==> src/rtl/aat_pkg.sv <==
// Shared types, constants and the arctangent table for the affine angle transform.
// Used by every module in the rtl folder; depends on nothing else.
package aat_pkg;

   localparam int unsigned ANGLE_BITS_DEF = 16;
   localparam int unsigned MAX_ITERS      = 24;
   localparam int unsigned NORM_STAGES    = 5;

   localparam int unsigned CW = 34;   // CORDIC x/y width
   localparam int unsigned ZW = 32;   // binary angle width, 2^32 per turn
   localparam int unsigned MW = 24;   // matrix coefficient width
   localparam int unsigned PW = CW + MW;
   localparam int unsigned NW = 60;   // normalizer width
   localparam int unsigned DW = 2 * MW;

   localparam logic signed [CW-1:0] CORDIC_K    = CW'(652032874);
   localparam logic signed [NW-1:0] NORM_HI     = NW'(64'd1073741824);
   localparam logic [ZW-1:0]        TURN_HALF   = 32'h8000_0000;
   localparam logic [ZW-1:0]        TURN_QUART  = 32'h4000_0000;
   localparam logic [15:0]          DEG_Q7_TURN = 16'd46080;

   typedef enum logic [1:0] {
      REG_COEF_XX = 2'd0,
      REG_COEF_XY = 2'd1,
      REG_COEF_YX = 2'd2,
      REG_COEF_YY = 2'd3
   } reg_index_type;

   typedef struct packed {
      logic valid;
      logic need;   // vector is too large and must be shifted right
      logic zero;   // vector is exactly zero
   } norm_ctl_type;

   function automatic logic [ZW-1:0] atan_entry(input int unsigned idx);
      logic [ZW-1:0] v;
      case (idx)
         0:  v = 32'd536870912;
         1:  v = 32'd316933406;
         2:  v = 32'd167458907;
         3:  v = 32'd85004756;
         4:  v = 32'd42667331;
         5:  v = 32'd21354465;
         6:  v = 32'd10679838;
         7:  v = 32'd5340245;
         8:  v = 32'd2670163;
         9:  v = 32'd1335087;
         10: v = 32'd667544;
         11: v = 32'd333772;
         12: v = 32'd166886;
         13: v = 32'd83443;
         14: v = 32'd41722;
         15: v = 32'd20861;
         16: v = 32'd10430;
         17: v = 32'd5215;
         18: v = 32'd2608;
         19: v = 32'd1304;
         20: v = 32'd652;
         21: v = 32'd326;
         22: v = 32'd163;
         23: v = 32'd81;
         default: v = '0;
      endcase
      return v;
   endfunction

   function automatic logic [NW-1:0] max_mag(input logic signed [NW-1:0] a,
                                             input logic signed [NW-1:0] b);
      logic [NW-1:0] ma;
      logic [NW-1:0] mb;
      ma = a[NW-1] ? NW'(-a) : NW'(a);
      mb = b[NW-1] ? NW'(-b) : NW'(b);
      return (ma > mb) ? ma : mb;
   endfunction

endpackage

==> src/rtl/aat_cordic_cell.sv <==
// One registered CORDIC micro-rotation, rotation or vectoring mode.
// Depends on aat_pkg for widths and the arctangent table.
module aat_cordic_cell #(
   parameter int unsigned STEP      = 0,
   parameter bit          VECTORING = 1'b0,
   parameter int unsigned TAG_W     = 1
) (
   input  logic                           clock,
   input  logic                           reset,
   input  logic                           in_valid,
   input  logic signed [aat_pkg::CW-1:0]  in_x,
   input  logic signed [aat_pkg::CW-1:0]  in_y,
   input  logic        [aat_pkg::ZW-1:0]  in_z,
   input  logic        [TAG_W-1:0]        in_tag,
   output logic                           out_valid,
   output logic signed [aat_pkg::CW-1:0]  out_x,
   output logic signed [aat_pkg::CW-1:0]  out_y,
   output logic        [aat_pkg::ZW-1:0]  out_z,
   output logic        [TAG_W-1:0]        out_tag
);

   logic signed [aat_pkg::CW-1:0] xs, ys, x_in, y_in, x_ff, y_ff;
   logic [aat_pkg::ZW-1:0] z_in, z_ff, at;
   logic [TAG_W-1:0] tag_ff;
   logic valid_ff, up;

   assign xs = in_x >>> STEP;
   assign ys = in_y >>> STEP;
   assign at = aat_pkg::atan_entry(STEP);
   assign up = VECTORING ? ~in_y[aat_pkg::CW-1] : ~in_z[aat_pkg::ZW-1];

   always_comb begin
      if (VECTORING) begin
         x_in = up ? in_x + ys : in_x - ys;
         y_in = up ? in_y - xs : in_y + xs;
         z_in = up ? in_z + at : in_z - at;
      end else begin
         x_in = up ? in_x - ys : in_x + ys;
         y_in = up ? in_y + xs : in_y - xs;
         z_in = up ? in_z - at : in_z + at;
      end
   end

   always_ff @(posedge clock) begin
      if (reset) begin
         valid_ff <= 1'b0;
      end else begin
         valid_ff <= in_valid;
      end
      x_ff   <= x_in;
      y_ff   <= y_in;
      z_ff   <= z_in;
      tag_ff <= in_tag;
   end

   assign out_valid = valid_ff;
   assign out_x     = x_ff;
   assign out_y     = y_ff;
   assign out_z     = z_ff;
   assign out_tag   = tag_ff;

endmodule

==> config.mk <==
export PLATFORM = sky130hd
export DESIGN_NAME = aat_cordic_cell
export DESIGN_NICKNAME = d
export VERILOG_FILES = /design/src/rtl/aat_pkg.sv /design/src/rtl/aat_cordic_cell.sv
export SDC_FILE = /design/constraint.sdc
export NUM_CORES = 1
export LEC_CHECK = 0
export ABC_CLOCK_PERIOD_IN_PS = 2800
export BUFFER_PORTS_ARGS = -buffer_cell sky130_fd_sc_hd__clkbuf_2
export CAP_MARGIN = 20
export CORE_MARGIN = 2
export CORE_UTILIZATION = 49
export DETAILED_ROUTE_END_ITERATION = 10
export PLACE_DENSITY = 0.77
export SYNTH_ARGS = -nofsm -noshare
export SYNTH_HDL_FRONTEND = slang
export SYNTH_SLANG_ARGS = --single-unit
==> constraint.sdc <==
create_clock -name clock -period 2.8 [get_ports clock]
set_input_delay 0.42 -clock clock [delete_from_list [all_inputs] [get_ports clock]]
set_output_delay 0.42 -clock clock [all_outputs]
set_load 0.005 [all_outputs]
Word-level counts from Yosys, hierarchy flattened

Index checks and enable logic that the tools add are counted.

Register bits: 102
Input bits: 104
Output and inout port bits: 102
Logic and storage cells: 13

Add/subtract/negate cells: 5
Muxes and demuxes: 3

Operators with widths:

| cell                                                 | count |
|---|---|
| 2-to-1 mux 34 bit                                    | 2 |
| subtractor 34 bit                                    | 2 |
| adder 34 bit                                         | 1 |
| adder 32 x 30 -> 32 bit (second input constant)      | 1 |
| 2-to-1 mux 32 bit                                    | 1 |
| subtractor 32 x 30 -> 32 bit (second input constant) | 1 |

Depth between registers and ports, before layout

Depth after elaboration: 2
Gate-level depth with buffers: 13
Depth with buffers taken out: 12

Least setup slack after synthesis

No wires, ideal clock.

Kind: input-to-reg
Start: input port in_x[2] (netlist bit)
End: register y_ff, in the netlist out_y[32]
Setup time: 128 ps
Arrival: 2590 ps
Required time: 2672 ps
Path slack: 82 ps
Cell stages on the path: 11
Path buffers: 0
Cells stage by stage: inv_1 ha_1 nand2b_4 a2111o_1 a311oi_2 o211ai_1 and3_4 a21oi_4 a2111oi_1 a21bo_1 xor2_1

Word-level cells in the longest chain between the ends: 2
Elaborated cells between the ends (all ways): 3
Those cells by class: add/sub: 2; mux: 1

RTL lines:

| element                                           | RTL line              | source |
|---|---|---|
| start, declared                                   | aat_cordic_cell.sv:11 | `input logic signed [aat_pkg::CW-1:0] in_x,` |
| adder 34 bit or subtractor 34 bit (tied branches) | aat_cordic_cell.sv:39 | `y_in = up ? in_y + xs : in_y - xs;` |
| 2-to-1 mux 34 bit *                               | aat_cordic_cell.sv:39 |  |
| net y_in, one bit                                 | aat_cordic_cell.sv:22 | `logic signed [aat_pkg::CW-1:0] xs, ys, x_in, y_in, x_ff, y_ff;` |
| end signal, assigned                              | aat_cordic_cell.sv:51 | `y_ff <= y_in;` |
| end, declared                                     | aat_cordic_cell.sv:22 |  |

Mark *: on every way through the listed nets, which the timed path passes. The rest lies on a longest branch.
A chain may end at the register's enable or synchronous reset.

Final worst setup path

Start: input port in_x[12] (netlist bit)
End: register x_ff, in the netlist out_x[30]

Word-level cells in the longest chain between the ends: 2
Elaborated cells between the ends (all ways): 3
Those cells by class: add/sub: 2; mux: 1

RTL lines:

| element                                           | RTL line              | source |
|---|---|---|
| subtractor 34 bit or adder 34 bit (tied branches) | aat_cordic_cell.sv:38 | `x_in = up ? in_x - ys : in_x + ys;` |
| 2-to-1 mux 34 bit *                               | aat_cordic_cell.sv:38 |  |
| net x_in, one bit                                 | aat_cordic_cell.sv:22 |  |
| end signal, assigned                              | aat_cordic_cell.sv:50 | `x_ff <= x_in;` |
| end, declared                                     | aat_cordic_cell.sv:22 |  |

Marks and branches as above.

==> out/results.txt <==
status: finished clean
FMAX: 368 MHz
CTS sink count: 101
vias per std cell: 5.46
max incr delay on CP: 370 ps
crit end category: register
top layer reached by signal wires: met4
GRT Total Usage: 31.5%
P_leak: 5.59 nW
worst hold slack: 158 ps
Filler cells: 1,357
Critical Path, Cell by Cell: clkbuf_2 > inv_1 > ha_1 > buf_4 > buf_4 > nand4_1 > o221ai_1 > a31o_1 > a311o_1 > a31oi_1 > buf_4 > o221ai_1 > o21ai_1 > xnor2_1
Buffers & Inverters on Critical Path: 5
Worst-path clk slew: 80 ps
final worst path period share: 97.0%
final wirelength: 27,600 um
vias in the first global route: 8,249
Max H-tree Level: 3
cell mode on critical path: buf_4
routed len/inst: 17.5 um
placeable core area: 15,800 um2
Distinct cells, synth: 73
Synth Flop Type: dfxtp_1
IO buf count: 205
CTS buffer count: 9
synthesized flop and latch total: 101
min Tclk post-route: 2720 ps
hold path start: in_tag
Post-synth EDFFs: 0
max_cap viols: 0
final setup margin: 84.6 ps
warnings from Yosys: 0
layout cell share with drive strength beyond 1: 34.0%
power density cells: 492 nW/um2
first-pass GRT wire length: 41,900 um
worst endpoint required time: 3090 ps
Antenna diodes: 0
Stages on worst setup path: 14
DR WL met2: 13,100 um
nets@finish: 1,569
commonest non-fill, non-tap cell in the layout: clkbuf_2
ys async rst share: 0%
startpoint types: primary input
dpl hpwl: 22,600 um
row cnt: 46
Worst-Margin Slew: 533 ps
GRT overflow: 0
Slew headroom: 64.2%
final design utilization: 69.4%
Die Ht: 131 um
CP delay by family, top: compound AO/OA/AOI/OAI gates
register area share after synthesis: 25.7%
pin count of the biggest net entering global routing: 55
Place WS: -453 ps
die area: 17,100 um2
io pins: 206
cells after synthesis: 982
Final TNS setup: 0 ps
met3 WL: 2270 um
initial antenna violation count: 0
final setup fails: 0
multi-input logic area: 5330 um2
cts hold-fix bufs: 0
Root Driver: clkbuf_16
vias post-DR: 8,642
met1 WL: 11,500 um
Hold Vio Cnt, Final: 0
Critical path origin: in_x[12]
First DRT Iteration DRCs: 737
syn_area_per_cell: 8.00 um2
Overall Power: 0.00539 W
top fanout value on the critical path: 11
Area Overhead vs Synth: 39.4%
clock tree buffer depth: 2
CTS tree: yes
CP Data Arrival Time: 3010 ps
slowest stage cell, crit path: a311o_1
die width: 131 um
Final Max Slew Viols: 0
routability cong.: 0.975
initial core utilization: 49.8%
Worst VDD drop: 0.342 mV
FF/Latch Area: 2020 um2
CP endpoint: out_x[30]
post-synthesis cell area: 7850 um2
Crit Path Class: primary input to register
most frequent cells in the layout: clkbuf_2, buf_4, a21oi_1
post-route ant nets: 0
hold crit path type: primary input to register
drc violations: 0
syn nets: 1,190
DRT Pass-1 Iters: 7
==> per-layer routing <==
metal	GRT usage, %	vias up
met4	8.76	0
met5	0	-
met2	55.2	413
li1	-	4190
met1	40.0	3985
met3	5.33	54
==> logic make-up (layout without fill, tap and decap cells) <==
group                    count (synthesis)  after routing  synth area share, %
buffers and inverters                  151            535                 7.46
XOR/XNOR                                65             65                 7.25
AND/OR/NAND/NOR                        199            199                 12.2
multiplexers                            22             22                 2.82
flip-flops                             101            101                 25.7
adder cells (fa/ha/maj)                104            104                 17.0
AO/OA/AOI/OAI                          340            340                 27.6
==> flip-flops by register name, summed over array words and instances (netlist names) <==
register / flops
out_z: 32
out_y: 34
out_x: 33
out_valid: 1
out_tag: 1
==> synthesized netlist by cell type, types with 11 or more instances <==
library cell / n / area [um2]
dfxtp_1: 101 / 2020
nand4_1: 12 / 75.1
mux2i_1: 21 / 210
inv_1: 109 / 409
o31ai_1: 18 / 135
o21bai_1: 23 / 173
nor2_1: 58 / 218
ha_1: 100 / 1250
nand3_1: 11 / 55.1
a21oi_1: 122 / 611
o21ai_0: 67 / 335
clkbuf_1: 21 / 78.8
a21o_1: 16 / 120
nand2_1: 55 / 206
xnor2_1: 55 / 482
nor3_1: 14 / 70.1
==> power breakdown <==
group / internal [W] / switching, W / total, W
clock: 0.000727 / 0.000661 / 0.00139
sequential: 0.00170 / 0.0000930 / 0.00179
combinational: 0.00104 / 0.00117 / 0.00221
total: 0.00347 / 0.00192 / 0.00539
==> what timing repair did <==
action / CTS / global route
setup buffers: 0 / 1
hold endpoints to repair: 0 / 0
resized for setup: 3 / 20
setup endpoints to repair: 3 / 15
pin swaps: 0 / 5
==> through the flow <==
stage               area [um2]  std cells
finish                   10900       1582
global route             10900       1582
CTS                      10900       1581
detailed placement       10500       1565
global placement         10500       1565
floorplan                 7850        982
==> how the worst min path moves through the flow <==
stage / slack, ps / end / depth (start not counted)
4_1_cts: 150 / out_z[17] / 1
3_3_place_gp: 520 / out_z[11] / 1
6_report: 160 / out_tag / 1
5_1_grt: 150 / out_z[7] / 1
3_5_place_dp: 520 / out_z[17] / 1
2_1_floorplan: 450 / out_tag / 0
==> area by class of cell <==
class | instances | area share (%)
Sequential cell | 101 | 18.5
Inverter | 109 | 3.74
Clock inverter | 7 | 0.937
Tap cell | 216 | 2.47
Clock buffer | 9 | 2.06
Timing Repair Buffer | 410 | 23.7
Multi-Input combinational cell | 730 | 48.7
Power figures use the tool's default switching activity.
